--- src/sv/soa_pkg.sv ---
// ----------------------------------------------------------------------------
// soa_pkg: shared types and helpers for the sized-operand ALU
// Operation codes, width codes and the record handed along the cell row.
// ----------------------------------------------------------------------------
package soa_pkg;

  localparam int unsigned DataW = 32;
  localparam int unsigned WideW = 64;
  localparam int unsigned NumCells = DataW;

  typedef enum logic [3:0] {
    OP_ADD = 4'd0,
    OP_AND = 4'd1,
    OP_DIV = 4'd2,
    OP_MOD = 4'd3,
    OP_MUL = 4'd4,
    OP_NEG = 4'd5,
    OP_NOT = 4'd6,
    OP_OR  = 4'd7,
    OP_SHL = 4'd8,
    OP_SHR = 4'd9,
    OP_SUB = 4'd10,
    OP_XOR = 4'd11
  } op_e;

  typedef enum logic [1:0] {
    SZ_8  = 2'd0,
    SZ_16 = 2'd1,
    SZ_19 = 2'd2,
    SZ_32 = 2'd3
  } size_e;

  // Record carried by every cell of the row
  typedef struct packed {
    logic             valid;
    logic [3:0]       op;
    logic [1:0]       size_r;
    logic             sign_a;
    logic             sign_b;
    logic             div_zero;
    logic             borrow;
    logic [WideW-1:0] u;
    logic [DataW-1:0] rem;
    logic [DataW-1:0] quo;
    logic [DataW-1:0] divisor;
  } cell_t;

  function automatic logic [WideW-1:0] size_mask(input logic [1:0] code);
    logic [WideW-1:0] m;
    case (code)
      SZ_8:    m = 64'h0000_0000_0000_00ff;
      SZ_16:   m = 64'h0000_0000_0000_ffff;
      SZ_19:   m = 64'h0000_0000_0007_ffff;
      SZ_32:   m = 64'h0000_0000_ffff_ffff;
      default: m = 64'h0000_0000_ffff_ffff;
    endcase
    return m;
  endfunction

  function automatic logic sign_at(input logic [WideW-1:0] v, input logic [1:0] code);
    logic s;
    case (code)
      SZ_8:    s = v[7];
      SZ_16:   s = v[15];
      SZ_19:   s = v[18];
      SZ_32:   s = v[31];
      default: s = v[31];
    endcase
    return s;
  endfunction

  // 2^R for the result width code
  function automatic logic [WideW-1:0] size_span(input logic [1:0] code);
    return size_mask(code) + 64'd1;
  endfunction

endpackage

--- src/sv/soa_flags.sv ---
// ----------------------------------------------------------------------------
// soa_flags: result and flag stage
// Picks the final value, masks it to the result size and forms the flags.
// ----------------------------------------------------------------------------
module soa_flags (
  input  logic           clk_i,
  input  logic           rst_ni,
  input  logic           en_i,
  input  soa_pkg::cell_t cell_i,
  output logic           valid_o,
  output logic [31:0]    result_o,
  output logic           carry_flag_o,
  output logic           negative_flag_o,
  output logic           overflow_flag_o,
  output logic           zero_flag_o
);

  logic [63:0] u, mask, res;
  logic        neg, cf, vf, zf, dz;
  logic        valid_q;
  logic [31:0] result_d, result_q;
  logic [3:0]  flags_d, flags_q;

  always_comb begin
    case (cell_i.op)
      soa_pkg::OP_DIV: u = {32'd0, cell_i.quo};
      soa_pkg::OP_MOD: u = {32'd0, cell_i.rem};
      default:         u = cell_i.u;
    endcase
    mask = soa_pkg::size_mask(cell_i.size_r);
    res  = u & mask;
    neg  = soa_pkg::sign_at(u, cell_i.size_r);
    cf   = ((u & ~mask) != 64'd0) || cell_i.borrow;
    zf   = (res == 64'd0);
    vf   = 1'b0;
    if (cell_i.sign_a != neg) begin
      if (cell_i.op == soa_pkg::OP_ADD || cell_i.op == soa_pkg::OP_MUL) begin
        vf = (cell_i.sign_a == cell_i.sign_b);
      end else if (cell_i.op == soa_pkg::OP_SUB) begin
        vf = (cell_i.sign_a != cell_i.sign_b);
      end
    end
    dz = cell_i.div_zero &&
         (cell_i.op == soa_pkg::OP_DIV || cell_i.op == soa_pkg::OP_MOD);
    if (dz) begin
      result_d = '0;
      flags_d  = 4'b1111;
    end else begin
      result_d = res[31:0];
      flags_d  = {cf, neg, vf, zf};
    end
  end

  always_ff @(posedge clk_i or negedge rst_ni) begin
    if (!rst_ni) begin
      valid_q <= 1'b0;
    end else if (en_i) begin
      valid_q <= cell_i.valid;
    end
  end

  always_ff @(posedge clk_i) begin
    if (en_i) begin
      result_q <= result_d;
      flags_q  <= flags_d;
    end
  end

  assign valid_o         = valid_q;
  assign result_o        = result_q;
  assign carry_flag_o    = flags_q[3];
  assign negative_flag_o = flags_q[2];
  assign overflow_flag_o = flags_q[1];
  assign zero_flag_o     = flags_q[0];

endmodule

--- config.mk ---
export PLATFORM = sky130hd
export DESIGN_NAME = soa_flags
export DESIGN_NICKNAME = d
export VERILOG_FILES = /design/src/sv/soa_pkg.sv /design/src/sv/soa_flags.sv
export SDC_FILE = /design/constraint.sdc
export NUM_CORES = 1
export LEC_CHECK = 0
export ABC_AREA = 1
export BUFFER_PORTS_ARGS = -buffer_cell sky130_fd_sc_hd__clkbuf_2
export CAP_MARGIN = 30
export CORE_MARGIN = 2
export CORE_UTILIZATION = 37
export DETAILED_ROUTE_END_ITERATION = 10
export MAX_ROUTING_LAYER = met4
export PLACE_DENSITY = 0.83
export SLEW_MARGIN = 20
export SYNTH_ARGS = -nofsm -noshare
export SYNTH_HDL_FRONTEND = slang
export SYNTH_SLANG_ARGS = --single-unit
--- constraint.sdc ---
create_clock -name clk_i -period 0.8 [get_ports clk_i]
set_input_delay 0.04 -clock clk_i [delete_from_list [all_inputs] [get_ports clk_i]]
set_output_delay 0.04 -clock clk_i [all_outputs]
set_load 0.02 [all_outputs]
==> impl_metrics.tcl <==
set metrics [dict create \
    dpl-instance-area_um2 4438 \
    cellPowerDensity_nw_per_um2 1152 \
    grt_usage_pct 28.22 \
    fp-row-count 32 \
    p_leak_nw 2.956 \
    critPathKind "in2reg" \
    drt-vias-per-instance 5.341 \
    cts_root_buffer "clkbuf_8" \
    die_h_um 92.65 \
    clock_latency_ns 0.28 \
    layout_common_cells "137 x clkbuf_2, 102 x nand2_1, 65 x nor2_1" \
    skew_ns 0 \
    cts_sinks 37 \
    grt_pass1_vias 4069 \
    final_net_count 888 \
    drt-met1-wl_um 4618 \
    area_growth_pct 93.20 \
    hold_path_class "in2async" \
    grt_max_degree 21 \
    synth_top_flop_cell "edfxtp_1" \
    seq_area_frac_synth_pct 38.04 \
    layout_commonest_cell "clkbuf_2" \
    path_max_fanout 13 \
    design_area_um2 5618 \
    syn_nets 638 \
    synthCells 464 \
    setup_viol 73 \
    drtIter0Drc 410 \
    clk_pin_slew_ns 0.08 \
    postRouteAntennaNets 0 \
    die-area_um2 8584 \
    status "finished with violations" \
    antennaDiodeCount 0 \
    synth_area_um2 2908 \
    cp-end-kind "register" \
    hold_viol 0 \
    ys_warn_count 0 \
    dr_wl_met3_um 1474 \
    gp_congestion 1.057 \
    routed.top_layer "met4" \
    grt_pass1_wl_um 18570 \
    dp_hpwl_um 8774 \
    fin_crit_ns 1.361 \
    slew_violations 0 \
    violations "setup timing" \
    required_ns 0.97 \
    drt_drc_violations_left 0 \
    cts_buffer_depth 2 \
    ys_types 22 \
    cts_tree "yes" \
    grt.overflow.total 0 \
    finalCritPeriodShare_pct 170.2 \
    synth.avg_cell_area_um2 6.267 \
    ys_async_sr_fraction_pct 2.703 \
    synth_edf_count 36 \
    htreeDepth 2 \
    grt_setup_unrepaired "yes" \
    drv_cap 0 \
    worst_slew_pin_slew_ns 0.4455 \
    fmax_mhz 734.6 \
    core_um2 7687 \
    cp-start-kind "input pin" \
    fp.dieW_um 92.65 \
    drive_above_1_share_pct 54.69 \
    wl_per_cell_um 17.10 \
    vias 4364 \
    firstDrtPassIters 6 \
    grt_antenna_before_repair 0 \
    crit_arrival_ns 1.53 \
    ios 211 \
    numPortBuffers 178 \
    max-slew-margin-rel_pct 69.99 \
    ys_ff_latch 37 \
    vdd_drop_max_mv 0.6568 \
    finalSetupTns_ns -9.334 \
    cts_buffers 5 \
    wl_met2_um 6857 \
    fin_ws_ns -0.5612 \
    initial_core_util_pct 37.83 \
    routed_wl_um 13970 \
]
[registers in the layout (all words and copies together), names as in the netlist]
signal    flops
flags_q       4
result_o     32
valid_o       1
[kinds of logic after synthesis]
family                 after synthesis  synth area share, %
flip-flops                          37                38.04
buffers and inverters               81                11.92
AO/OA/AOI/OAI                       10                1.850
AND/OR/NAND/NOR                    334                47.50
XOR/XNOR                             1               0.3013
multiplexers                         1               0.3872
[repair_timing]
| action | 4_1_cts | 5_1_grt |
|---|---|---|
| resized for setup | 80 | 200 |
| pin swaps | 28 | 43 |
| setup buffers | 13 | 4 |
| setup endpoints to repair | 73 | 73 |
| hold endpoints to repair | 2 | 0 |
| hold buffers | 2 | 0 |
| gates cloned | 4 | 4 |
[routing by layer]
layer / vias up / GRT usage, %
li1: 1960 / -
met3: 106 / 5.207
met4: 0 / 16.05
met2: 375 / 48.54
met1: 1923 / 30.70
met5: - / -
[final cells by class]
| type | instances | area, µm² |
|---|---|---|
| Tap cell | 102 | 127.6 |
| Sequential cell | 37 | 1107 |
| Multi-Input combinational cell | 347 | 2063 |
| Inverter | 62 | 252.7 |
| Timing Repair Buffer | 260 | 1961 |
| Clock buffer | 8 | 90.09 |
| Timing Repair inverter | 1 | 16.27 |
| Fill cell | 529 | 2069 |
[metrics by stage]
step | setup slack [ns] | power, W | std cells | hold slack, ns | util, %
floorplan | -0.4451 | 0.003336 | 464 | -0.2556 | -
global placement | -0.7245 | 0.004281 | 789 | -0.1845 | 57.73
detailed placement | -0.8167 | 0.004333 | 789 | -0.1826 | 57.73
CTS | -0.4152 | 0.005951 | 815 | 0.04837 | 65.58
global route | -0.7134 | 0.006668 | 817 | 0.07986 | 73.08
finish | -0.5612 | 0.006471 | 817 | 0.06998 | 73.08
[synth_stat cells (all sizes together), types with 2 or more instances]
cell | instances | share of area [%]
nand2 | 159 | 21
nand4 | 11 | 2.4
o21ai | 3 | 0.52
buf | 17 | 3.7
edfxtp | 36 | 37
inv | 62 | 8.0
nand3 | 59 | 10
a21oi | 6 | 1.0
nor2 | 103 | 14
clkbuf | 2 | 0.26
[report_power, final]
group	switching (W)	total [W]	internal, W	leakage, nW
Sequential	0.0000735	0.00240	0.00232	0.359
Clock	0.000698	0.00140	0.000704	0.0455
Combinational	0.00142	0.00267	0.00126	2.55
Total	0.00219	0.00647	0.00428	2.96
[critical path: stages]
cell	delay [ns]
buf_12	0.11
nor2_4	0.13
buf_4	0.16
buf_12	0.15
nand3_1	0.08
o21ai_1	0.20
nand2_1	0.12
nor2_1	0.17
nand2_2	0.09
nor2_1	0.12
nand2_1	0.08
nand2_1	0.07
[path summary, 6_finish.rpt]
kind | start | endpoint | slack, ns | cells past startpoint
hold / removal | rst_ni | valid_o | 0.07 | 2
max in group asynchronous | rst_ni | valid_o | 0.64 | 2
hold reg to reg | valid_o | valid_o | 0.53 | 1
setup / recovery | cell_i[168] | flags_q[0] | -0.56 | 12
setup reg to reg | valid_o | valid_o | 0.03 | 1
min in group clk_i | cell_i[35] | result_o[3] | 0.16 | 5
(Power assumes the default switching activity.)
