`src/sv/soa_pkg.sv`:
```
// ----------------------------------------------------------------------------
// soa_pkg: shared types and helpers for the sized-operand ALU
// Operation codes, width codes and the record handed along the cell row.
// ----------------------------------------------------------------------------
package soa_pkg;

  localparam int unsigned DataW = 32;
  localparam int unsigned WideW = 64;
  localparam int unsigned NumCells = DataW;

  typedef enum logic [3:0] {
    OP_ADD = 4'd0,
    OP_AND = 4'd1,
    OP_DIV = 4'd2,
    OP_MOD = 4'd3,
    OP_MUL = 4'd4,
    OP_NEG = 4'd5,
    OP_NOT = 4'd6,
    OP_OR  = 4'd7,
    OP_SHL = 4'd8,
    OP_SHR = 4'd9,
    OP_SUB = 4'd10,
    OP_XOR = 4'd11
  } op_e;

  typedef enum logic [1:0] {
    SZ_8  = 2'd0,
    SZ_16 = 2'd1,
    SZ_19 = 2'd2,
    SZ_32 = 2'd3
  } size_e;

  // Record carried by every cell of the row
  typedef struct packed {
    logic             valid;
    logic [3:0]       op;
    logic [1:0]       size_r;
    logic             sign_a;
    logic             sign_b;
    logic             div_zero;
    logic             borrow;
    logic [WideW-1:0] u;
    logic [DataW-1:0] rem;
    logic [DataW-1:0] quo;
    logic [DataW-1:0] divisor;
  } cell_t;

  function automatic logic [WideW-1:0] size_mask(input logic [1:0] code);
    logic [WideW-1:0] m;
    case (code)
      SZ_8:    m = 64'h0000_0000_0000_00ff;
      SZ_16:   m = 64'h0000_0000_0000_ffff;
      SZ_19:   m = 64'h0000_0000_0007_ffff;
      SZ_32:   m = 64'h0000_0000_ffff_ffff;
      default: m = 64'h0000_0000_ffff_ffff;
    endcase
    return m;
  endfunction

  function automatic logic sign_at(input logic [WideW-1:0] v, input logic [1:0] code);
    logic s;
    case (code)
      SZ_8:    s = v[7];
      SZ_16:   s = v[15];
      SZ_19:   s = v[18];
      SZ_32:   s = v[31];
      default: s = v[31];
    endcase
    return s;
  endfunction

  // 2^R for the result width code
  function automatic logic [WideW-1:0] size_span(input logic [1:0] code);
    return size_mask(code) + 64'd1;
  endfunction

endpackage

```
`src/sv/soa_prep.sv`:
```
// ----------------------------------------------------------------------------
// soa_prep: operand entry stage
// Cuts operands to size, runs every operation but divide and modulo, seeds the divider.
// ----------------------------------------------------------------------------
module soa_prep (
  input  logic                        clk_i,
  input  logic                        rst_ni,
  input  logic                        en_i,
  input  logic                        accept_i,
  input  logic [3:0]                  mode_i,
  input  logic [1:0]                  size_result_i,
  input  logic [1:0]                  size_a_i,
  input  logic [1:0]                  size_b_i,
  input  logic [31:0]                 operand_a_i,
  input  logic [31:0]                 operand_b_i,
  input  logic                        carry_in_i,
  output soa_pkg::cell_t              cell_o
);

  soa_pkg::cell_t cell_d, cell_q;
  logic [63:0] a, b, r, prod, shl_v, span;
  logic        neg_use;

  always_comb begin
    a      = {32'd0, operand_a_i} & soa_pkg::size_mask(size_a_i);
    b      = {32'd0, operand_b_i} & soa_pkg::size_mask(size_b_i);
    prod   = a * b;
    shl_v  = a << b[5:0];
    span   = soa_pkg::size_span(size_result_i);
    neg_use = 1'b1;
    case (mode_i)
      soa_pkg::OP_ADD: r = a + b + {63'd0, carry_in_i};
      soa_pkg::OP_AND: r = a & b;
      soa_pkg::OP_MUL: begin
        r = prod;
        neg_use = 1'b0;
      end
      soa_pkg::OP_NEG: r = 64'd0 - a;
      soa_pkg::OP_NOT: r = ~a;
      soa_pkg::OP_OR:  r = a | b;
      soa_pkg::OP_SHL: begin
        r = shl_v;
        neg_use = 1'b0;
      end
      soa_pkg::OP_SHR: r = a >> b[5:0];
      soa_pkg::OP_SUB: r = a - b + {63'd0, carry_in_i};
      soa_pkg::OP_XOR: r = a ^ b;
      default:         r = 64'd0;
    endcase

    cell_d.valid    = accept_i;
    cell_d.op       = mode_i;
    cell_d.size_r   = size_result_i;
    cell_d.sign_a   = soa_pkg::sign_at(a, size_a_i);
    cell_d.sign_b   = soa_pkg::sign_at(b, size_b_i);
    cell_d.div_zero = (b == 64'd0);
    cell_d.borrow   = (mode_i == soa_pkg::OP_SUB) && r[63];
    cell_d.u        = (neg_use && r[63]) ? r + span : r;
    cell_d.rem      = '0;
    cell_d.quo      = a[31:0];
    cell_d.divisor  = b[31:0];
  end

  always_ff @(posedge clk_i or negedge rst_ni) begin
    if (!rst_ni) begin
      cell_q <= '0;
    end else if (en_i) begin
      cell_q <= cell_d;
    end
  end

  assign cell_o = cell_q;

endmodule

```
`config.mk`:
```
export PLATFORM = sky130hd
export DESIGN_NAME = soa_prep
export DESIGN_NICKNAME = d
export VERILOG_FILES = /design/src/sv/soa_pkg.sv /design/src/sv/soa_prep.sv
export SDC_FILE = /design/constraint.sdc
export NUM_CORES = 2
export LEC_CHECK = 0
export BUFFER_PORTS_ARGS = -buffer_cell sky130_fd_sc_hd__clkbuf_2
export CORE_ASPECT_RATIO = 0.75
export CORE_MARGIN = 1.5
export CORE_UTILIZATION = 60
export CTS_CLUSTER_DIAMETER = 150
export DETAILED_ROUTE_END_ITERATION = 8
export PLACE_DENSITY = 0.89
export SLEW_MARGIN = 0
export SYNTH_ARGS = -nofsm -noshare
export SYNTH_HDL_FRONTEND = slang
export SYNTH_SLANG_ARGS = --single-unit
```
`constraint.sdc`:
```
create_clock -name clk_i -period 1.3 [get_ports clk_i]
set_input_delay 0.195 -clock clk_i [delete_from_list [all_inputs] [get_ports clk_i]]
set_output_delay 0.195 -clock clk_i [all_outputs]
set_load 0.05 [all_outputs]
```
==> results of run 1 <==
-- routing by layer --
layer,overflow,GRT usage
met3,306,0.8077
met2,2438,1.027
met5,58,0.7059
met1,347,0.8503
met4,943,0.9291
-- logic make-up after synthesis --
family / share of synthesized area
mux: 0.04635
other cells: 0.00007070
buf+inv: 0.1150
xor+xnor: 0.02031
fa+ha+maj: 0.4775
simple gates: 0.1497
flops: 0.06557
compound gates: 0.1256
-- cells in the mapped netlist (all sizes together), types with 78 or more instances --
| master | n | share of area |
|---|---|---|
| inv | 1124 | 0.080 |
| fa | 902 | 0.34 |
| nor2 | 796 | 0.056 |
| nand2 | 693 | 0.049 |
| ha | 581 | 0.14 |
| clkbuf | 308 | 0.022 |
| a21oi | 270 | 0.026 |
| o21ai | 204 | 0.019 |
| dfrtp | 139 | 0.066 |
| buf | 133 | 0.013 |
| mux2 | 93 | 0.020 |
| nand3 | 89 | 0.0084 |
| xnor2 | 79 | 0.013 |
| mux2i | 78 | 0.015 |
-- through the flow --
step                utilization  TNS [ns]  worst slack, ns  hold slack (ns)  area (sq um)
detailed placement       0.7449   -553.16           -9.612           0.1365         65270
floorplan                     -   -468.09           -8.571          -0.1006         54710
global placement         0.7449   -526.22           -9.049           0.1333         65270
CTS                      0.7944   -469.17           -8.139          0.04171         69610
-- repair_timing --
item	in CTS
hold endpoints to repair	141
setup buffers	122
cloned	7
pin swaps	119
resized for setup	628
endpoints found under the setup margin	214
hold buffers	3
==> impl_results.md, run 1 <==
- TritonCTS Sinks: 139
- Die Wd: 346.3 um
- Vias in the first global route: 83440
- GR Overflow Total: 4092
- Synthesis-stage register bit count: 139
- Outcome: stopped before the end
- Cell area after synthesis: 53040 sq um
- Max Buffers Root-to-Sink: 2
- Synth Area per Inst: 8.279 sq um
- CTS Buf Count: 17
- Io pins: 250
- Yosys cell types: 99
- Inst Count DP: 8708
- Largest net degree at the start of global routing: 70
- H-Tree Depth: 4
- Syn. warnings: 0
- Clock Tree Root: clkbuf_16
- Post-Synthesis Cells: 6407
- EDFF count, synth: 0
- Placer Congestion: 1.279
- Tot GR Track Use: 0.8967
- Seq/Total Area, Yosys: 0.06557
- Post-DP HPWL: 211.7 mm
- Initial Util: 0.6054
- Std-Cell Rows: 94
- Number of buffers inserted by port buffering: 217
- Failed at: 5_1_grt
- Die Height: 260.5 um
- FFs w/ async S/R, synth: 1.000
- Dominant synthesized flop cell: dfrtp_1
- Global-route wire length before repair: 595.9 mm
- Tool error: [ERROR GRT-0116] Global routing finished with congestion. Check the congestion regions in the DRC Viewer.
==> inputs of run 2 (changes only) <==
--- a/config.mk
+++ b/config.mk
@@ -6,12 +6,10 @@
 export NUM_CORES = 2
 export LEC_CHECK = 0
 export BUFFER_PORTS_ARGS = -buffer_cell sky130_fd_sc_hd__clkbuf_2
-export CORE_ASPECT_RATIO = 0.75
 export CORE_MARGIN = 1.5
-export CORE_UTILIZATION = 60
-export CTS_CLUSTER_DIAMETER = 150
+export CORE_UTILIZATION = 40
 export DETAILED_ROUTE_END_ITERATION = 8
-export PLACE_DENSITY = 0.89
+export PLACE_DENSITY_LB_ADDON = 0.15
 export SLEW_MARGIN = 0
 export SYNTH_ARGS = -nofsm -noshare
 export SYNTH_HDL_FRONTEND = slang
==> run 2 against run 1 <==
The flow now finishes, with violations (negative setup slack). Area after synthesis stayed put. Synthesized cell count unchanged.
==> impl_results.md, run 2 <==
- EDFF count, synth: 0 (unchanged)
- Dominant synthesized flop cell: dfrtp_1 (unchanged)
- Tot GR Track Use: 0.4139
- Worst-Margin Slew: 1.249 ns
- Number of buffers inserted by port buffering: 217 (unchanged)
- Core area: 131500 sq um
- Most common cell after layout, fill and taps aside: buf_4
- Final wirelength: 279.0 mm
- Initial DRC count: 4824
- Final core occ: 0.5573
- Fin nets: 9465
- FFs w/ async S/R, synth: 1.000 (unchanged)
- Die Wd: 367.2 um (was 346.3 um)
- Initial Util: 0.4035 (was 0.6054)
- Slowest cell on crit path: fa_2
- Detailed Routing Iterations Pass 1: 7
- Synth Area per Inst: 8.279 sq um (unchanged)
- Violated checks: negative setup slack
- Max FO, Critical Path: 7
- Most frequent cells in the layout: buf_4 (1451), inv_1 (1050), fa_1 (858)
- RSZ-0062 raised after global routing: yes
- Critical Path AT: 9.91 ns
- Top cells by count, synth: inv_1 (1120), fa_1 (902), nor2_1 (796) (unchanged)
- Routed Antenna Nets: 0
- CTS tree: done
- Yosys cell types: 99 (unchanged)
- Slew margin rel.: 0.1602
- H-Tree Depth: 4 (unchanged)
- Max reg flops: 139
- Std-Cell Rows: 133 (was 94)
- Vias/cell: 5.578
- Global-route wire length before repair: 398.5 mm
- Clock Skew: 0 ns
- Layout area overhead: 38.12%
- Die Height: 367.2 um (was 260.5 um)
- Synth top area share: 0.3404 (unchanged)
- Final WS setup: -8.192 ns
- HP Class: primary input to asynchronous set/reset pin
- Outcome: finished with violations (was stopped before the end)
- Synthesis-stage register bit count: 139 (unchanged)
- Most common cell in the netlist: inv_1 (unchanged)
- MaxCap Viol Count: 0
- Post-Synthesis Cells: 6407 (unchanged)
- Detailed-route DRC error count: 0
- Largest net degree at the start of global routing: 47
- Syn. warnings: 0 (unchanged)
- Final Hold Fails: 0
- GR Overflow Total: 0
- Vias: 54000
- Maximum VDD drop: 5.778 mV
- Max Buffers Root-to-Sink: 2 (unchanged)
- Clock Tree Root: clkbuf_16 (unchanged)
- CTS Buf Count: 17 (unchanged)
- Post-DP HPWL: 235.0 mm (was 211.7 mm)
- LEAKAGE: 37.44 nW
- Kind of critical path: primary input to flop
- FMAX: 105.4 MHz
- Clock Latency Late Sink: 0.53 ns
- Cell area after synthesis: 53040 sq um (unchanged)
- Crit path capture type: flop
- Io pins: 250 (unchanged)
- Register area: 3483 sq um
- Vias in the first global route: 55580
- Final Max Tran Viols: 0
- Final period util: 7.301
- Wire per inst: 28.82 um
- Startpoint Class: primary input
- Area of the multi-input gates: 46650 sq um
- Slowest Stage Delay on Critical Path: 0.55 ns
- Power Dens Cells: 2756 nW/um^2
- Top post-synthesis cells by area: fa_1 (34%), ha_1 (14%), inv_1 (7.9%) (unchanged)
- Pwr Total: 201.9 mW
- TritonCTS Sinks: 139 (unchanged)
- CTS clk-pin slew, worst paths: 0.09 ns
- Worst path most repeated cell: fa_1
- Placer Congestion: 1.025 (was 1.279)
- Final setup fails: 213
- Layout cells sized above 1: 0.3315
- Top cell type by total area after synthesis: fa_1 (unchanged)
- Fillers: 12400
- Seq/Total Area, Yosys: 0.06557 (unchanged)
- Final min period: 9.492 ns
- Die ar.: 134800 sq um
- Antenna violations before repair: 15
- CP Data Required Time: 1.72 ns
-- run 2: cell counts after synthesis --
No cell type changed its count.
-- run 2: path summary, 6_finish.rpt --
kind                                              from                      end  slack (ns)  cells after the start
worst max-delay path                       size_b_i[0]  cell_o[130]$_DFFE_PN0P_       -8.19                     47
worst max register to register  cell_o[15]$_DFFE_PN0P_   cell_o[15]$_DFFE_PN0P_        0.37                      1
max in group asynchronous                       rst_ni   cell_o[15]$_DFFE_PN0P_        0.57                      4
min in group clk_i                    size_result_i[1]  cell_o[165]$_DFFE_PN0P_        0.09                      3
worst min register to register  cell_o[47]$_DFFE_PN0P_   cell_o[47]$_DFFE_PN0P_        0.49                      2
worst min-delay path                            rst_ni  cell_o[154]$_DFFE_PN0P_        0.08                      2
-- run 2: kinds of logic (layout without fill, tap and decap cells) --
kind of cell	count (synthesis)	in the layout	synth area share
flip-flops	139	139	0.06557
buffers and inverters	1579	3057	0.1150
multiplexers	199	199	0.04635
AND/OR/NAND/NOR	1881	1881	0.1497
adder cells (fa/ha/maj)	1483	1483	0.4775
other	1	42	0.00007070
AO/OA/AOI/OAI	1002	1002	0.1256
XOR/XNOR	123	123	0.02031
-- run 2: worst max-delay path, delay by kind of cell --
| family | cells | cell delay [ns] |
|---|---|---|
| AOI/OAI and AO/OA | 10 | 1.75 |
| xor gates and xnor gates | 1 | 0.22 |
| adders and majority gates | 12 | 5.07 |
| buffers and inverters | 14 | 1.31 |
| and+or+nand+nor | 10 | 1.33 |
-- run 2: final cells by class --
class,count,area share
diodes,10,0.0003416
inverters,1138,0.06029
clock buffers,17,0.005807
clock inverters,15,0.002715
well taps,1755,0.02997
flip-flops and latches,139,0.04755
repair buffers,1887,0.2166
multi-input cells,4720,0.6367
-- run 2: metal layers --
metal  track usage  wire, um  vias to the layer above
li1              -         -                    23480
met1        0.5210    110200                    27380
met2        0.6623    127200                     2481
met3       0.07124     20530                      657
met4        0.2539     21040                        2
met5             0         9                        -
-- run 2: timing repair --
item	4_1_cts	5_1_grt
endpoints found under the hold margin	141	0
gates cloned	5	4
setup endpoints to repair	215	214
hold buffers	3	0
pin swaps	160	166
buffers inserted	73	83
gates resized for setup	594	364
-- run 2: power by group --
group	internal [mW]	switching, mW	leakage, nW	total [mW]
clock	2.79	3.09	0.302	5.87
sequential	5.02	0.529	1.76	5.55
combinational	86.9	104	35.4	191
total	94.7	107	37.4	202
-- run 2: through the flow --
step / TNS [ns] / hold WS, ns / cells / worst slack (ns) / instance area [sq um]
final: -472.34 / 0.08497 / 9681 / -8.192 / 73260
after floorplan: -468.09 / -0.1006 / 6438 / -8.571 / 54710
after CTS: -471.74 / 0.04522 / 9594 / -8.115 / 71200
after global placement: -558.16 / 0.07164 / 9486 / -9.532 / 67450
after detailed placement: -561.22 / 0.07575 / 9486 / -9.658 / 67450
after global routing: -490.83 / 0.08677 / 9676 / -8.457 / 73250
(Power assumes the default switching activity.)
