===== src/sv/soa_pkg.sv =====
// ----------------------------------------------------------------------------
// soa_pkg: shared types and helpers for the sized-operand ALU
// Operation codes, width codes and the record handed along the cell row.
// ----------------------------------------------------------------------------
package soa_pkg;

  localparam int unsigned DataW = 32;
  localparam int unsigned WideW = 64;
  localparam int unsigned NumCells = DataW;

  typedef enum logic [3:0] {
    OP_ADD = 4'd0,
    OP_AND = 4'd1,
    OP_DIV = 4'd2,
    OP_MOD = 4'd3,
    OP_MUL = 4'd4,
    OP_NEG = 4'd5,
    OP_NOT = 4'd6,
    OP_OR  = 4'd7,
    OP_SHL = 4'd8,
    OP_SHR = 4'd9,
    OP_SUB = 4'd10,
    OP_XOR = 4'd11
  } op_e;

  typedef enum logic [1:0] {
    SZ_8  = 2'd0,
    SZ_16 = 2'd1,
    SZ_19 = 2'd2,
    SZ_32 = 2'd3
  } size_e;

  // Record carried by every cell of the row
  typedef struct packed {
    logic             valid;
    logic [3:0]       op;
    logic [1:0]       size_r;
    logic             sign_a;
    logic             sign_b;
    logic             div_zero;
    logic             borrow;
    logic [WideW-1:0] u;
    logic [DataW-1:0] rem;
    logic [DataW-1:0] quo;
    logic [DataW-1:0] divisor;
  } cell_t;

  function automatic logic [WideW-1:0] size_mask(input logic [1:0] code);
    logic [WideW-1:0] m;
    case (code)
      SZ_8:    m = 64'h0000_0000_0000_00ff;
      SZ_16:   m = 64'h0000_0000_0000_ffff;
      SZ_19:   m = 64'h0000_0000_0007_ffff;
      SZ_32:   m = 64'h0000_0000_ffff_ffff;
      default: m = 64'h0000_0000_ffff_ffff;
    endcase
    return m;
  endfunction

  function automatic logic sign_at(input logic [WideW-1:0] v, input logic [1:0] code);
    logic s;
    case (code)
      SZ_8:    s = v[7];
      SZ_16:   s = v[15];
      SZ_19:   s = v[18];
      SZ_32:   s = v[31];
      default: s = v[31];
    endcase
    return s;
  endfunction

  // 2^R for the result width code
  function automatic logic [WideW-1:0] size_span(input logic [1:0] code);
    return size_mask(code) + 64'd1;
  endfunction

endpackage


===== src/sv/soa_div_cell.sv =====
// ----------------------------------------------------------------------------
// soa_div_cell: one restoring-division step
// Produces one quotient bit and passes the whole record to the next cell.
// ----------------------------------------------------------------------------
module soa_div_cell (
  input  logic           clk_i,
  input  logic           rst_ni,
  input  logic           en_i,
  input  soa_pkg::cell_t cell_i,
  output soa_pkg::cell_t cell_o
);

  soa_pkg::cell_t cell_d, cell_q;
  logic [32:0] trial;
  logic [32:0] diff;
  logic        fits;

  always_comb begin
    trial  = {cell_i.rem, cell_i.quo[31]};
    diff   = trial - {1'b0, cell_i.divisor};
    fits   = !diff[32];
    cell_d = cell_i;
    cell_d.rem = fits ? diff[31:0] : trial[31:0];
    cell_d.quo = {cell_i.quo[30:0], fits};
  end

  always_ff @(posedge clk_i or negedge rst_ni) begin
    if (!rst_ni) begin
      cell_q <= '0;
    end else if (en_i) begin
      cell_q <= cell_d;
    end
  end

  assign cell_o = cell_q;

endmodule


===== config.mk =====
export PLATFORM = sky130hd
export DESIGN_NAME = soa_div_cell
export DESIGN_NICKNAME = d
export VERILOG_FILES = /design/src/sv/soa_pkg.sv /design/src/sv/soa_div_cell.sv
export SDC_FILE = /design/constraint.sdc
export NUM_CORES = 1
export LEC_CHECK = 0
export ABC_CLOCK_PERIOD_IN_PS = 1300
export BUFFER_PORTS_ARGS = -buffer_cell sky130_fd_sc_hd__buf_4
export CAP_MARGIN = 10
export CORE_MARGIN = 4
export CORE_UTILIZATION = 54
export CTS_BUF_LIST = sky130_fd_sc_hd__clkbuf_2
export DETAILED_ROUTE_END_ITERATION = 6
export GPL_TIMING_DRIVEN = 0
export PLACE_DENSITY = 0.95
export RECOVER_POWER = 25
export SLEW_MARGIN = 15
export SYNTH_ARGS = -nofsm -noshare
export SYNTH_HDL_FRONTEND = slang
export SYNTH_SLANG_ARGS = --single-unit
export TNS_END_PERCENT = 50

===== constraint.sdc =====
create_clock -name clk_i -period 1.3 [get_ports clk_i]
set_input_delay 0.195 -clock clk_i [delete_from_list [all_inputs] [get_ports clk_i]]
set_output_delay 0.195 -clock clk_i [all_outputs]
set_load 0.1 [all_outputs]

==> metrics.yaml, run 1 <==
syn-num-nets: 933
portBuffers: 343
die_height_microns: 133
initial_core_util: 0.551
syn_inst: 726
toolErrorMsg: "[ERROR DPL-0038] Utilization greater than 100%, impossible to legalize"
syn_area_sq_mm: 0.00837
clock-root-buffer: "clkbuf_2"
rows: 45
yosys_warnings: 0
die_x_microns: 133
status: "did not finish"
ctsHoldBuffers: 145
numCtsBuffers: 17
ys_ff_latch: 171
ys_async_sr_fraction: 1.00
cts_max_path_buffers: 2
cts_resized: 550
cts.sinks: 171
yosysSeqAreaShare: 0.511
place.gp.congestion: 0.918
cts_setup_buffers: 28
synth_edf_count: 0
ys.flop_type: "dfrtp_1"
postSynthAreaPerCell_sq_um: 11.5
flow.stopped_at: "4_1_cts"
h-tree-depth: 4
hpwl_microns: 21800
dp_cells: 1258
synth_cell_types: 57
io_pins: 345
Yosys cell counts (3+ instances only):
master,count,area (sq um)
a21o_1,8,60.1
a21oi_1,50,250
a31oi_1,19,119
buf_2,5,25.0
clkbuf_1,23,86.3
dfrtp_1,171,4280
ha_1,32,400
inv_1,46,173
mux2_2,141,1590
mux2i_1,3,30.0
nand2_1,44,165
nand3_1,5,25.0
nand4_1,5,31.3
nor2_1,45,169
nor2b_1,9,56.3
nor3_1,3,15.0
o211ai_1,6,45.0
o21a_1,7,52.6
o21ai_0,20,100
o21ai_1,9,45.0
o21bai_1,5,37.5
o31a_1,3,26.3
o31ai_1,4,30.0
xnor2_1,11,96.3
xor2_1,10,87.6
stage by stage:
step                setup WS (ns)  instance area [sq um]  utilization
floorplan                   -1.06                   8540            -
global placement            -1.58                  11300        0.746
detailed placement          -1.60                  11400        0.749
cells by family after synthesis:
family,count (synthesis),share of synthesized area
xor+xnor,21,0.0220
fa+ha+maj,33,0.0502
mux,144,0.193
buf+inv,78,0.0375
flops,171,0.511
simple gates,127,0.0695
compound gates,152,0.117
==> inputs of run 2 (changes only) <==
CORE_UTILIZATION = 40   (was 54)
CTS_BUF_LIST = not set   (was sky130_fd_sc_hd__clkbuf_2)
PLACE_DENSITY = not set   (was 0.95)
PLACE_DENSITY_LB_ADDON = 0.15   (was not set)
==> metrics.yaml, run 2 <==
status: "complete, but fails checks"
violations: "setup timing"
drive_gt1_frac: 0.506
syn_area_sq_mm: 0.00837  # unchanged
crit_required_ns: 1.67
whs_ns: 0.0129
fill_cells: 1511
setup_viol_count_final: 41
yosysSeqAreaShare: 0.511  # unchanged
p_leak_uw: 0.00670
criticalPathCategory: "in2reg"
ys_ff_latch: 171  # unchanged
grt_max_degree: 67
portBuffers: 343  # unchanged
io_pins: 345  # unchanged
largest_reg_flops: 171
utilization: 0.710
postSynthAreaPerCell_sq_um: 11.5  # unchanged
r2r-start: "cell_o[95]"
core_sq_mm: 0.0204
drv_slew: 0
ys.flop_type: "dfrtp_1"
hold_viol_final: 0
finalClockSkew_ns: 0
dieArea_sq_mm: 0.0233
fin_setup_tns_ns: -35.57
critPathMaxFanout: 6
first_iter_violations: 276
min_from: "cell_i[13]"
ys_async_sr_fraction: 1.00  # unchanged
mostFrequentLayoutCell: "buf_4"
clkLatencyLatePin_ns: 0.43
routedWlPerCell_microns: 19.1
dp_cells: 1341  # +6.6%
hold_class: "in2reg"
first_pass_iters: 4
vdd_ir_drop_max_uv: 938
drv_cap: 0
antenna_found_initial: 0
cts.sinks: 171  # unchanged
period_share: 1.90
grt_setup_unrepaired: "yes"
timing.rr.end: "cell_o[95]"
diodes: 0
initial_core_util: 0.410  # -0.141
r2r_slack_ns: 0.41
num_vias: 7641
track_usage: 0.235
power_uw: 21500
nets: 1448
clock-root-buffer: "clkbuf_16"
min_period_ns: 2.47
p_per_area_mw_per_mm2: 1480
wirelength_microns: 29000
most-common-layout-cells: "buf_4 (213), dfrtp_1 (170), buf_6 (148)"
grt.overflow.total: 0
rows: 52  # +16%
synth_common_cells: "dfrtp_1 (171), mux2_2 (141), a21oi_1 (50)"
die_x_microns: 153  # +15%
worst_pin_slew_ns: 0.848
detail-route-antenna-nets: 0
syn-num-nets: 933  # unchanged
path_clk_slew_ns: 0.07
cts_tree: "yes"
fin_cells: 1524
fmax_mhz: 405
drc_errors: 0
reg2reg_depth: 3
grt_pass1_wl_microns: 44100
grt_pass1_vias: 8171
yosys_warnings: 0  # unchanged
yosysMostFrequentCell: "dfrtp_1"
fin_ws_ns: -1.17
hold_path_end: "cell_o[13]"
synth_edf_count: 0  # unchanged
numCtsBuffers: 17  # unchanged
yosys.area.top_type_share: 0.511  # unchanged
viasPerCell: 5.01
die_height_microns: 153  # +15%
synth_cell_types: 57  # unchanged
start_kind: "primary input"
end_kind: "flip-flop"
hold_path_depth: 2
syn_inst: 726  # unchanged
h-tree-depth: 4  # unchanged
yosysTopAreaCell: "dfrtp_1"
slew_headroom: 0.435
place.gp.congestion: 0.915  # -0.32%
area_delta_synth_final_pct: 73.1
critPathArrivalTime_ns: 2.83
cts_max_path_buffers: 2  # unchanged
synth_area_leaders: "dfrtp_1 (51%), mux2_2 (19%), ha_1 (4.8%)"
hpwl_microns: 20000  # -8.4%
==> run 2: cell counts after synthesis <==
Identical to the previous run, type by type.
==> run 2: report_power, final <==
part / switching (uW) / internal [uW] / total (uW)
sequential: 474 / 5950 / 6430
combinational: 6610 / 3110 / 9720
clock: 2390 / 2970 / 5360
==> run 2: worst max path at each step <==
stage,from,end,cells past startpoint
finish,cell_i[63],cell_o[95],14
global route,cell_i[63],cell_o[95],14
CTS,cell_i[63],cell_o[95],14
detailed placement,cell_i[63],cell_o[74],14
global placement,cell_i[63],cell_o[74],14
floorplan,cell_i[63],cell_o[95],12
==> run 2: final cells by class <==
type	instances	area, sq um	share of cell area
plain buffers	31	200	0.0138
repair buffers	497	4760	0.328
well taps	270	338	0.0233
flip-flops and latches	171	4280	0.295
clock inverters	14	178	0.0123
inverters	46	183	0.0126
multi-input cells	477	4120	0.284
clock buffers	18	439	0.0303
==> run 2: critical path, cell delays in order <==
cell and delay [ns]:
buf_8 0.09, inv_8 0.03, ha_4 0.15, fa_2 0.36, nor2b_4 0.13, o31a_1 0.27, o211ai_4 0.14, o21ai_2 0.21
a41oi_2 0.17, o2bb2ai_4 0.20, buf_4 0.15, buf_6 0.12, or4b_4 0.53, nand3_2 0.08
==> run 2: per-layer routing <==
layer  vias to the layer above  global-route usage  share of wire
li1                       3601                   -              -
met1                      3718               0.276           0.39
met4                         0              0.0696          0.029
met3                        53              0.0761          0.075
met2                       269               0.413           0.51
met5                         -                   0              0
==> run 2: cell families (layout without fill, tap and decap cells) <==
logic type | after synthesis | in the layout | share of synthesized area
AOI/OAI and AO/OA | 152 | 152 | 0.117
xor gates and xnor gates | 21 | 21 | 0.0220
adders and majority gates | 33 | 33 | 0.0502
DFF | 171 | 171 | 0.511
and+or+nand+nor | 127 | 127 | 0.0695
buffers and inverters | 78 | 606 | 0.0375
muxes | 144 | 144 | 0.193
==> run 2: metrics by stage <==
stage | worst slack, ns | instance area [sq um]
2_1_floorplan | -1.06 | 8540
3_3_place_gp | -1.79 | 11400
3_5_place_dp | -1.78 | 11500
4_1_cts | -1.06 | 13900
5_1_grt | -1.24 | 14500
6_report | -1.17 | 14500
==> run 2: timing repair <==
action,4_1_cts,5_1_grt
gates resized for setup,79,169
endpoints found under the setup margin,168,173
buffers inserted,17,14
pin swaps,19,20
gates cloned,4,1
hold endpoints to repair,173,0
hold buffers,122,0
Note: power is estimated with default switching activity, not from simulation.
==> inputs of run 3 (changes only) <==
BUFFER_PORTS_ARGS = not set   (was -buffer_cell sky130_fd_sc_hd__buf_4)
DONT_BUFFER_PORTS = 1   (was not set)
HOLD_SLACK_MARGIN = 0.15   (was not set)
==> metrics.yaml, run 3 (synthesis results as in run 2) <==
status: "complete, but fails checks"
violations: "hold timing, setup timing"
regArea_sq_mm: 0.00492  # +15%
hold_class: "in2async"
criticalPathCategory: "in2reg"
nets: 1141  # -21%
numCtsBuffers: 17  # unchanged
pre_cts_slack_ns: -1.68  # +0.0964 ns
routedWlPerCell_microns: 22.9  # +20%
fill_cells: 1638  # +8.4%
antenna_found_initial: 0  # unchanged
p_comb_frac: 0.147  # -0.305
worst_pin_slew_ns: 0.841  # -0.00705 ns
whs_ns: -0.538  # -0.551 ns
clock-root-buffer: "clkbuf_16"
num_vias: 6509  # -15%
ctsHoldBuffers: 167  # +37%
dieArea_sq_mm: 0.0233  # unchanged
grt.overflow.total: 0  # unchanged
die_x_microns: 153  # unchanged
wirelength_microns: 27900  # -3.9%
drc_errors: 0  # unchanged
slew_headroom: 0.439  # +0.00470
core_sq_mm: 0.0204  # unchanged
path_clk_slew_ns: 0.07  # about the same
multi_input_area_sq_mm: 0.00408  # -1.0%
cts_max_path_buffers: 2  # unchanged
rows: 52  # unchanged
largest_reg_flops: 171  # unchanged
cp-startpoint: "cell_i[63]"
grt_pass1_vias: 7250  # -11%
fin_setup_tns_ns: -29.62  # +5.95 ns
drv_slew: 0  # unchanged
utilization: 0.597  # -0.112
p_leak_uw: 0.00480  # -28%
cts_tree: "yes"
fin_ws_ns: -0.983  # +0.185 ns
most-common-layout-cells: "dfrtp_4 (171), dlygate4sd3_1 (167), mux2_2 (140)"
clkLatencyLatePin_ns: 0.42  # about the same
diodes: 0  # unchanged
portBuffers: 0  # -100%
end_kind: "flip-flop"
vdd_ir_drop_max_uv: 881  # -6.1%
track_usage: 0.230  # -0.00506
h-tree-depth: 4  # unchanged
drv_cap: 0  # unchanged
switchingPower_uw: 9070  # -4.3%
hold_viol_final: 173  # +173
grt_setup_unrepaired: "yes"
first_pass_iters: 4  # unchanged
power_uw: 19600  # -9.0%
p_per_area_mw_per_mm2: 1600  # +8.1%
intPower_uw: 10500  # -13%
first_iter_violations: 238  # -14%
viasPerCell: 5.35  # +6.7%
power.share.switching: 0.463  # +0.0229
grt_max_degree: 172  # +160%
finalClockSkew_ns: 0  # unchanged
area_delta_synth_final_pct: 45.7
clockPowerShare: 0.258  # +0.009
die_height_microns: 153  # unchanged
seqPwrFrac: 0.595  # +0.296
io_pins: 345  # unchanged
detail-route-antenna-nets: 0  # unchanged
critPathMaxFanout: 6  # unchanged
initial_core_util: 0.410  # unchanged
start_kind: "primary input"
r2r-start: "cell_o[84]"
crit_required_ns: 1.57  # -0.10 ns
grt_pass1_wl_microns: 42200  # -4.4%
fmax_mhz: 438  # +8.1%
setup_viol_count_final: 33  # -20%
hpwl_microns: 18300  # -8.5%
place.gp.congestion: 0.833  # -8.9%
period_share: 1.76  # -0.142
drive_gt1_frac: 0.464  # -0.0428
min_period_ns: 2.28  # -0.185 ns
critPathArrivalTime_ns: 2.55  # -0.28 ns
mostFrequentLayoutCell: "dfrtp_4"
cts.sinks: 171  # unchanged
-- run 3: power by group through the flow --
stage	combinational, uW	sequential, uW	clock (uW)
6_report	2870	11600	5050
5_1_grt	3130	11700	5330
4_1_cts	2770	11600	5110
3_5_place_dp	2100	11200	0
3_3_place_gp	2050	11200	0
2_1_floorplan	1700	11000	0
-- run 3: repair_timing --
item | CTS | global route
gates cloned | 2 | 1
buffers inserted | 17 | 3
hold endpoints to repair | 341 | 174
pin swaps | 9 | 13
endpoints found under the setup margin | 324 | 104
gates resized for setup | 367 | 38
-- run 3: worst paths after layout --
kind | to | depth (start not counted) | slack (ns)
max | cell_o[80] | 14 | -0.98
min | cell_o[162] | 0 | -0.54
max reg2reg | cell_o[84] | 3 | 0.10
min reg2reg | cell_o[64] | 1 | 0.82
max in group asynchronous | cell_o[11] | 0 | 1.59
min in group clk_i | cell_o[0] | 1 | -0.08
-- run 3: critical path, cell delays in order --
cell and delay, ns:
inv_8 0.01, ha_4 0.14, fa_2 0.36, nor2b_4 0.14, o31a_1 0.25, o211ai_4 0.13, o211ai_1 0.28, a31oi_2 0.16
o2bb2ai_4 0.23, buf_4 0.17, buf_8 0.13, nor2_1 0.08, a21oi_1 0.17, a21oi_1 0.09
-- run 3: metrics by stage --
stage	hold WS, ns	area [sq um]	std cells
5_1_grt	-0.559	12200	1217
4_1_cts	-0.552	12100	1214
3_5_place_dp	-0.0963	8870	996
6_report	-0.538	12200	1217
3_3_place_gp	-0.0966	8870	996
2_1_floorplan	-0.101	8540	726
-- run 3: per-layer routing --
layer  track usage  wire length (microns)
met4        0.0709                    710
met5             0                      0
met2         0.403                  14100
met1         0.269                  10700
met3        0.0773                   2360
-- run 3: layout make-up --
cell class,instances,area share
plain buffers,32,0.0177
well taps,270,0.0277
clock inverters,14,0.0125
inverters,46,0.0150
repair buffers,189,0.154
multi-input cells,477,0.334
flip-flops and latches,171,0.403
clock buffers,18,0.0352
